===== src/sv/chunked_bubble_then_merge_sorter_defines.svh =====
// assertion helpers shared by the sorter
`ifndef CHUNKED_BUBBLE_THEN_MERGE_SORTER_DEFINES_SVH
`define CHUNKED_BUBBLE_THEN_MERGE_SORTER_DEFINES_SVH

// same-cycle implication, held off while reset is asserted
`define CBMS_ASSERT_IMP(lbl, clk, rst_n, ante, cons, msg) \
	lbl: assert property (@(posedge clk) disable iff (!rst_n) (ante) |-> (cons)) \
		else $error(msg);

// next-cycle implication, held off while reset is asserted
`define CBMS_ASSERT_NXT(lbl, clk, rst_n, ante, cons, msg) \
	lbl: assert property (@(posedge clk) disable iff (!rst_n) (ante) |=> (cons)) \
		else $error(msg);

`endif


===== src/sv/cbms_pkg.sv =====
`timescale 1ns / 1ps

package cbms_pkg;

	localparam int VAL_W   = 32;
	localparam int SWAP_W  = 11;
	localparam int TDATA_W = ((VAL_W + SWAP_W + 7) / 8) * 8;
	localparam int PAD_W   = TDATA_W - VAL_W - SWAP_W;

	typedef enum logic [4:0] {
		S_LOAD,
		S_SETUP,
		S_DIV,
		S_BRUN,
		S_BCHK,
		S_BP_C0,
		S_BP_CMP,
		S_BP_END,
		S_MSTEP,
		S_MSEG,
		S_MIA,
		S_MLA,
		S_MLB,
		S_MCMP,
		S_CPWR,
		S_OSTART,
		S_ORD,
		S_OWAIT
	} state_t;

	// source of the element store write data
	typedef enum logic [1:0] {
		WS_IN,
		WS_BUBBLE,
		WS_CARRY,
		WS_SCR
	} wsel_t;

	typedef enum logic [1:0] {
		CARRY_HOLD,
		CARRY_LOAD,
		CARRY_BUBBLE
	} carry_op_t;

	typedef struct packed {
		logic      st_we;
		wsel_t     st_wsel;
		logic      sc_we;
		logic      sc_take_b;
		carry_op_t carry_op;
		logic      a_ld;
		logic      b_ld;
		logic      swap_clr;
		logic      swap_inc;
		logic      out_ld;
		logic      out_final;
	} dp_cmd_t;

	typedef struct packed {
		logic carry_gt;
		logic a_gt_b;
		logic out_take;
	} dp_stat_t;

endpackage


===== src/sv/cbms_ctrl.sv =====
`timescale 1ns / 1ps

module cbms_ctrl #(
	parameter int DEPTH  = 64,
	parameter int CHUNKS = 16
) (
	input  logic                     clk,
	input  logic                     arst_n,
	input  logic                     in_valid,
	input  logic                     in_last,
	output logic                     in_ready,
	input  cbms_pkg::dp_stat_t       stat,
	output cbms_pkg::dp_cmd_t        cmd,
	output logic [$clog2(DEPTH)-1:0] st_waddr,
	output logic [$clog2(DEPTH)-1:0] st_raddr,
	output logic [$clog2(DEPTH)-1:0] sc_waddr,
	output logic [$clog2(DEPTH)-1:0] sc_raddr
);

	localparam int AW = $clog2(DEPTH);
	localparam int CW = $clog2(DEPTH + 1);
	localparam int XW = CW + 2;
	localparam logic [CW-1:0] CHUNK_C = CW'(CHUNKS);

	cbms_pkg::state_t state_q, state_d;

	logic [CW-1:0] count_q, count_d;
	logic [CW-1:0] rem_q, rem_d;
	logic [CW-1:0] width_q, width_d;
	logic [CW-1:0] runs_q, runs_d;
	logic [CW-1:0] r_q, r_d;
	logic [CW-1:0] lo_q, lo_d;
	logic [CW-1:0] end_q, end_d;
	logic [CW-1:0] j_q, j_d;
	logic [CW:0]   step_q, step_d;
	logic [XW-1:0] i_q, i_d;
	logic [CW-1:0] mid_q, mid_d;
	logic [CW-1:0] hi_q, hi_d;
	logic [CW-1:0] ia_q, ia_d;
	logic [CW-1:0] ja_q, ja_d;
	logic [CW-1:0] k_q, k_d;
	logic [CW-1:0] c_q, c_d;
	logic          a_done_q, a_done_d;
	logic          b_done_q, b_done_d;

	logic [XW-1:0] n_x, nm1_x, step_x, seg_mid_x, seg_hi_x, seg_next_x;
	logic [CW-1:0] mid_c, hi_c, run_hi, cp_addr;
	logic          take_b;

	assign n_x        = XW'(count_q);
	assign nm1_x      = n_x - XW'(1);
	assign step_x     = XW'(step_q);
	assign seg_mid_x  = i_q + step_x - XW'(1);
	assign seg_hi_x   = i_q + (step_x << 1) - XW'(1);
	assign seg_next_x = i_q + (step_x << 1);
	assign mid_c      = (seg_mid_x > nm1_x) ? nm1_x[CW-1:0] : seg_mid_x[CW-1:0];
	assign hi_c       = (seg_hi_x > nm1_x) ? nm1_x[CW-1:0] : seg_hi_x[CW-1:0];
	// last run stretches to the end of the set
	assign run_hi     = (r_q + CW'(1) == runs_q) ? count_q : lo_q + width_q;
	assign cp_addr    = i_q[CW-1:0] + c_q;
	assign take_b     = a_done_q | (~b_done_q & stat.a_gt_b);

	always_ff @(posedge clk or negedge arst_n) begin
		if (!arst_n) begin
			state_q <= cbms_pkg::S_LOAD;
		end else begin
			state_q <= state_d;
		end
	end

	always_ff @(posedge clk or negedge arst_n) begin
		if (!arst_n) begin
			count_q  <= '0;
			rem_q    <= '0;
			width_q  <= '0;
			runs_q   <= '0;
			r_q      <= '0;
			lo_q     <= '0;
			end_q    <= '0;
			j_q      <= '0;
			step_q   <= '0;
			i_q      <= '0;
			mid_q    <= '0;
			hi_q     <= '0;
			ia_q     <= '0;
			ja_q     <= '0;
			k_q      <= '0;
			c_q      <= '0;
			a_done_q <= 1'b0;
			b_done_q <= 1'b0;
		end else begin
			count_q  <= count_d;
			rem_q    <= rem_d;
			width_q  <= width_d;
			runs_q   <= runs_d;
			r_q      <= r_d;
			lo_q     <= lo_d;
			end_q    <= end_d;
			j_q      <= j_d;
			step_q   <= step_d;
			i_q      <= i_d;
			mid_q    <= mid_d;
			hi_q     <= hi_d;
			ia_q     <= ia_d;
			ja_q     <= ja_d;
			k_q      <= k_d;
			c_q      <= c_d;
			a_done_q <= a_done_d;
			b_done_q <= b_done_d;
		end
	end

	always_comb begin
		state_d  = state_q;
		count_d  = count_q;
		rem_d    = rem_q;
		width_d  = width_q;
		runs_d   = runs_q;
		r_d      = r_q;
		lo_d     = lo_q;
		end_d    = end_q;
		j_d      = j_q;
		step_d   = step_q;
		i_d      = i_q;
		mid_d    = mid_q;
		hi_d     = hi_q;
		ia_d     = ia_q;
		ja_d     = ja_q;
		k_d      = k_q;
		c_d      = c_q;
		a_done_d = a_done_q;
		b_done_d = b_done_q;
		cmd      = '0;
		in_ready = 1'b0;
		st_waddr = '0;
		st_raddr = '0;
		sc_waddr = '0;
		sc_raddr = '0;

		case (state_q)
			cbms_pkg::S_LOAD: begin
				in_ready = 1'b1;
				if (in_valid) begin
					// a full store drops further values
					if (int'(count_q) < DEPTH) begin
						cmd.st_we   = 1'b1;
						cmd.st_wsel = cbms_pkg::WS_IN;
						st_waddr    = count_q[AW-1:0];
						count_d     = count_q + CW'(1);
					end
					if (in_last) begin
						state_d = cbms_pkg::S_SETUP;
					end
				end
			end

			cbms_pkg::S_SETUP: begin
				cmd.swap_clr = 1'b1;
				rem_d        = count_q;
				r_d          = '0;
				lo_d         = '0;
				if (int'(count_q) < CHUNKS) begin
					width_d = CW'(1);
					runs_d  = count_q;
					state_d = cbms_pkg::S_BRUN;
				end else begin
					width_d = '0;
					runs_d  = CHUNK_C;
					state_d = cbms_pkg::S_DIV;
				end
			end

			// run width by repeated subtraction
			cbms_pkg::S_DIV: begin
				if (int'(rem_q) >= CHUNKS) begin
					rem_d   = rem_q - CHUNK_C;
					width_d = width_q + CW'(1);
				end else begin
					state_d = cbms_pkg::S_BRUN;
				end
			end

			cbms_pkg::S_BRUN: begin
				if (r_q == runs_q) begin
					step_d  = {1'b0, width_q};
					state_d = cbms_pkg::S_MSTEP;
				end else begin
					end_d   = run_hi;
					state_d = cbms_pkg::S_BCHK;
				end
			end

			cbms_pkg::S_BCHK: begin
				if (end_q - lo_q >= CW'(2)) begin
					j_d      = lo_q;
					st_raddr = lo_q[AW-1:0];
					state_d  = cbms_pkg::S_BP_C0;
				end else begin
					r_d     = r_q + CW'(1);
					lo_d    = lo_q + width_q;
					state_d = cbms_pkg::S_BRUN;
				end
			end

			cbms_pkg::S_BP_C0: begin
				cmd.carry_op = cbms_pkg::CARRY_LOAD;
				st_raddr     = AW'(j_q + CW'(1));
				state_d      = cbms_pkg::S_BP_CMP;
			end

			cbms_pkg::S_BP_CMP: begin
				cmd.st_we    = 1'b1;
				cmd.st_wsel  = cbms_pkg::WS_BUBBLE;
				cmd.carry_op = cbms_pkg::CARRY_BUBBLE;
				cmd.swap_inc = 1'b1;
				st_waddr     = j_q[AW-1:0];
				j_d          = j_q + CW'(1);
				if (j_q + CW'(2) < end_q) begin
					st_raddr = AW'(j_q + CW'(2));
				end else begin
					state_d = cbms_pkg::S_BP_END;
				end
			end

			cbms_pkg::S_BP_END: begin
				cmd.st_we   = 1'b1;
				cmd.st_wsel = cbms_pkg::WS_CARRY;
				st_waddr    = j_q[AW-1:0];
				end_d       = end_q - CW'(1);
				state_d     = cbms_pkg::S_BCHK;
			end

			cbms_pkg::S_MSTEP: begin
				if (step_q >= {1'b0, count_q}) begin
					k_d     = '0;
					state_d = cbms_pkg::S_OSTART;
				end else begin
					i_d     = '0;
					state_d = cbms_pkg::S_MSEG;
				end
			end

			cbms_pkg::S_MSEG: begin
				if (i_q >= n_x) begin
					step_d  = step_q << 1;
					state_d = cbms_pkg::S_MSTEP;
				end else if (mid_c < hi_c) begin
					mid_d    = mid_c;
					hi_d     = hi_c;
					ia_d     = i_q[CW-1:0];
					ja_d     = mid_c + CW'(1);
					k_d      = '0;
					a_done_d = 1'b0;
					b_done_d = 1'b0;
					st_raddr = i_q[AW-1:0];
					state_d  = cbms_pkg::S_MIA;
				end else begin
					// single trailing run stays in place
					i_d = seg_next_x;
				end
			end

			cbms_pkg::S_MIA: begin
				cmd.a_ld = 1'b1;
				st_raddr = ja_q[AW-1:0];
				state_d  = cbms_pkg::S_MLB;
			end

			cbms_pkg::S_MLA: begin
				cmd.a_ld = 1'b1;
				state_d  = cbms_pkg::S_MCMP;
			end

			cbms_pkg::S_MLB: begin
				cmd.b_ld = 1'b1;
				state_d  = cbms_pkg::S_MCMP;
			end

			// ties go to the left run
			cbms_pkg::S_MCMP: begin
				if (a_done_q && b_done_q) begin
					c_d      = '0;
					sc_raddr = '0;
					state_d  = cbms_pkg::S_CPWR;
				end else begin
					cmd.sc_we     = 1'b1;
					cmd.sc_take_b = take_b;
					sc_waddr      = k_q[AW-1:0];
					k_d           = k_q + CW'(1);
					if (take_b) begin
						ja_d = ja_q + CW'(1);
						if (ja_q == hi_q) begin
							b_done_d = 1'b1;
						end else begin
							st_raddr = AW'(ja_q + CW'(1));
							state_d  = cbms_pkg::S_MLB;
						end
					end else begin
						ia_d = ia_q + CW'(1);
						if (ia_q == mid_q) begin
							a_done_d = 1'b1;
						end else begin
							st_raddr = AW'(ia_q + CW'(1));
							state_d  = cbms_pkg::S_MLA;
						end
					end
				end
			end

			// copy the merged segment back, one entry a cycle
			cbms_pkg::S_CPWR: begin
				cmd.st_we   = 1'b1;
				cmd.st_wsel = cbms_pkg::WS_SCR;
				st_waddr    = cp_addr[AW-1:0];
				c_d         = c_q + CW'(1);
				if (c_q + CW'(1) < k_q) begin
					sc_raddr = AW'(c_q + CW'(1));
				end else begin
					i_d     = seg_next_x;
					state_d = cbms_pkg::S_MSEG;
				end
			end

			cbms_pkg::S_OSTART: begin
				st_raddr = k_q[AW-1:0];
				state_d  = cbms_pkg::S_ORD;
			end

			cbms_pkg::S_ORD: begin
				cmd.out_ld    = 1'b1;
				cmd.out_final = (k_q + CW'(1) == count_q);
				state_d       = cbms_pkg::S_OWAIT;
			end

			cbms_pkg::S_OWAIT: begin
				if (stat.out_take) begin
					k_d = k_q + CW'(1);
					if (k_q + CW'(1) == count_q) begin
						count_d      = '0;
						cmd.swap_clr = 1'b1;
						state_d      = cbms_pkg::S_LOAD;
					end else begin
						st_raddr = AW'(k_q + CW'(1));
						state_d  = cbms_pkg::S_ORD;
					end
				end
			end

			default: begin
				state_d = cbms_pkg::S_LOAD;
			end
		endcase
	end

endmodule


===== config.mk =====
export PLATFORM = sky130hd
export DESIGN_NAME = cbms_ctrl
export DESIGN_NICKNAME = d
export VERILOG_FILES = /design/src/sv/chunked_bubble_then_merge_sorter_defines.svh /design/src/sv/cbms_pkg.sv /design/src/sv/cbms_ctrl.sv
export SDC_FILE = /design/constraint.sdc
export NUM_CORES = 1
export LEC_CHECK = 0
export ABC_AREA = 0
export BUFFER_PORTS_ARGS = -buffer_cell sky130_fd_sc_hd__buf_2
export CAP_MARGIN = 10
export CORE_UTILIZATION = 40
export DETAILED_ROUTE_END_ITERATION = 7
export HOLD_SLACK_MARGIN = 0.12
export PLACE_DENSITY = 0.63
export REMOVE_ABC_BUFFERS = 1
export SYNTH_ARGS = -nofsm -noshare
export SYNTH_HDL_FRONTEND = slang
export SYNTH_SLANG_ARGS = --single-unit
export TNS_END_PERCENT = 50

===== constraint.sdc =====
create_clock -name clk -period 6.7 [get_ports clk]
set_input_delay 1.005 -clock clk [delete_from_list [all_inputs] [get_ports clk]]
set_output_delay 1.005 -clock clk [all_outputs]
set_load 0.01 [all_outputs]

==> flow_summary_export.csv <==
group,metric,value,unit
logic_synthesis,yosysUniqueCellTypes,87,
floorplan,core-area,25300,um2
power,seqPwrFrac,22.9,%
power,power_density,458,nW/um2
logic_synthesis,seq_area_frac_synth,29.1,%
power,pwr-share-clk,17.3,%
route,vias,9545,
sta,whs,0.487,ns
clock_tree,holdBufCountCts,0,
setup_path,worstSetupStartpointType,"register",
route,met2_length,14.3,mm
sta,setup_ws,0.148,ns
route,post_drt_wl_per_cell,19.6,um
power,max-vdd-ir-drop,0.333,mV
sta,clock.fmax,0.153,GHz
clock_tree,cts_tree,"built",
logic_synthesis,syn_avg_cell_area,8.41,um2
global_routing,grt_pass1_vias,8814,
floorplan,dieArea,26600,um2
route,drt_iter0_markers,985,
global_routing,antenna_found_initial,1,
route,wl_met3,2.48,mm
clock_tree,insertion_delay,0.43,ns
logic_synthesis,yosys-top-cells-count,"dfrtp_1 (121), nand2_1 (116), inv_1 (103), ha_1 (101), nor2_1 (87)",
sta,hold_viol,0,
floorplan,initial_utilization,41.1,%
clock_tree,h-tree-depth,4,
logic_synthesis,synth-seq-cells,121,
min_path,hold_class,"reg2reg",
layout,utilization,47.4,%
logic_synthesis,synthMostInstantiatedCell,"dfrtp_1",
power,leakage,5.59,nW
placement,hpwl,23.5,mm
sta,drv_slew,0,
placement,place_ws,0.127,ns
layout,area_growth,15.5,%
sta,period_minus_slack,6.55,ns
route,wirelength,32.0,mm
floorplan,dieHeight,163,um
global_routing,gr-total-overflow,0,
global_routing,grt_max_degree,65,
sta,min_period_over_period,97.8,%
logic_synthesis,synth_top_area_cell,"dfrtp_1",
logic_synthesis,synth_area_leaders,"dfrtp_1 (29%), ha_1 (12%), xnor2_1 (6.1%), nand2_1 (4.2%), o21ai_0 (4.0%)",
clock_tree,clock-sinks,121,
clock_tree,clk_pin_slew,0.06,ns
logic_synthesis,synth_warnings,0,
clock_tree,numCtsBuffers,17,
logic_synthesis,synth_ff_type,"dfrtp_1",
floorplan,chipWidth,163,um
sta,clock_skew,0.00978,ns
floorplan,fp-row-count,58,
sta,setup_viol,0,
logic_synthesis,synthArstFlopShare,100,%
clock_tree,clockRootBuffer,"clkbuf_16",
run_status,outcome,"complete, no violations",
route,drc,0,
logic_synthesis,netlist_instances,1237,
floorplan,io_pins,45,
setup_path,cp_data_arrival_time,5.55,ns
setup_path,cp_max_fo,7,
power,internal_power,0.00287,W
placement,gp_congestion,0.965,
layout,fin_nets,1406,
route,ant_nets,0,
route,via_per_inst,5.83,
sta,worst_pin_slew,1.10,ns
power,p_switching,0.00263,W
setup_path,criticalPathCategory,"reg2out",
route,wl_met1,14.1,mm
global_routing,grt_pass1_wl,49.5,mm
power,p_comb_share,59.8,%
clock_tree,cts_buffer_depth,2,
sta,rsz0062_at_grt,"true",
layout,drive_gt1_share,15.7,%
setup_path,crit_required,5.69,ns
placement,port_buffers,43,
global_routing,grt.total_usage,24.4,%
logic_synthesis,synth_edf_count,0,
power,switching_share,47.7,%
logic_synthesis,synth_top_area_share,29.1,%
route,first_pass_iters,6,
sta,slew_headroom,26.5,%
logic_synthesis,synth.cell_area,10400,um2
flow_run,max_cap_viol_count,0,
setup_path,end_kind,"primary output",
route,route.top_layer_used,"met4",
[final cells by class]
cell class / instances / area (um2)
flip-flops and latches: 121 / 3030
clock buffers: 18 / 439
multi-input cells: 960 / 7010
well taps: 330 / 413
fillers: 2391 / 13300
diodes: 1 / 2.50
inverters: 104 / 393
clock inverters: 14 / 156
repair buffers: 90 / 573
[cell usage in the layout (no fill, tap or decap), types with 5 or more instances in the layout]
cell type,n
xor2_1,44
nand2b_1,11
nand2_1,116
nor2_1,85
inv_1,96
o21bai_1,7
nor2b_1,8
clkbuf_16,17
o21ai_1,6
a31oi_1,12
a21o_1,19
nand4_1,15
a211oi_1,11
a21oi_2,11
xnor2_1,69
inv_2,6
and3_1,14
a22o_1,11
o21ai_0,77
nand3_1,49
buf_2,44
buf_4,44
a22oi_1,11
o31ai_1,8
nor4_1,8
and2_1,15
o21a_1,6
mux2_2,13
a221o_1,11
nor3_1,34
or3_1,7
mux2i_1,17
dfrtp_1,120
ha_1,96
inv_6,7
a2bb2oi_1,5
a21oi_1,51
[metal layers]
| layer | vias to the layer above | global-route usage, % |
|---|---|---|
| met5 | - | 0 |
| met4 | 0 | 10.7 |
| met3 | 86 | 4.52 |
| met2 | 391 | 37.0 |
| met1 | 4547 | 33.7 |
| li1 | 4521 | - |
[path summary, 6_finish.rpt]
kind	to	slack [ns]	startpoint	cells past startpoint
worst max-delay path	st_raddr[3]	0.15	i_q[2]	26
worst min-delay path	rem_q[2]	0.49	rem_q[2]	2
worst max register to register	ia_q[6]	0.89	i_q[2]	31
worst min register to register	rem_q[2]	0.49	rem_q[2]	2
max in group asynchronous	step_q[0]	4.60	arst_n	2
min in group asynchronous	r_q[4]	0.64	arst_n	1
[logic make-up (layout without fill, tap and decap cells)]
kind of cell | after synthesis | in the layout | share of synthesized area (%)
other cells | 0 | 1 | 0
fa+ha+maj | 105 | 105 | 12.9
compound gates | 307 | 307 | 19.9
xor+xnor | 119 | 119 | 10.3
simple gates | 398 | 398 | 18.7
mux | 31 | 31 | 3.19
flops | 121 | 121 | 29.1
buf+inv | 156 | 226 | 5.92
[flip-flops by register name (all words and copies together) (netlist names)]
name      flops
i_q           8
step_q        8
c_q           7
count_q       7
end_q         7
hi_q          7
ia_q          7
j_q           7
ja_q          7
k_q           7
lo_q          7
mid_q         7
r_q           7
rem_q         7
runs_q        7
width_q       7
state_q       5
a_done_q      1
b_done_q      1
[worst max-delay path, stage by stage (launching register included)]
cell and delay (ns):
dfrtp_1 0.38, inv_2 0.09, ha_4 0.21, inv_4 0.07, ha_4 0.19, a211oi_2 0.23
nor2_1 0.11, a21o_1 0.18, a21oi_2 0.16, o21bai_1 0.09, a21oi_1 0.15, xnor2_1 0.10
ha_1 0.31, and4_1 0.21, or3b_4 0.40, o21ai_4 0.09, nor2_4 0.05, buf_6 0.15
a21oi_1 0.41, ha_1 0.26, o21a_1 0.12, nor2_1 0.05, o21a_2 0.24, o211ai_4 0.23
inv_2 0.09, a221o_1 0.38, buf_2 0.15
[stage by stage]
stage / std cells / area, um2 / TNS, ns / total power, W
final: 1638 / 12000 / 0 / 0.00550
after global placement: 1588 / 11000 / 0 / 0.00415
after CTS: 1623 / 11700 / 0 / 0.00523
after floorplan: 1185 / 10200 / 0 / 0.00329
after global routing: 1637 / 12000 / -0.455 / 0.00591
after detailed placement: 1588 / 11000 / 0 / 0.00419
[power groups by stage]
stage / Clock, W / Combinational [W] / Sequential, W
floorplan: 0 / 0.00212 / 0.00117
global placement: 0 / 0.00289 / 0.00126
detailed placement: 0 / 0.00293 / 0.00126
CTS: 0.000963 / 0.00302 / 0.00125
global route: 0.000996 / 0.00362 / 0.00129
finish: 0.000949 / 0.00329 / 0.00126
[repair_timing]
item / in CTS / in global routing
gates cloned: 0 / 2
pin swaps: 4 / 25
setup buffers: 3 / 12
gates resized for setup: 11 / 54
setup endpoints to repair: 5 / 5
(Power assumes the default switching activity.)
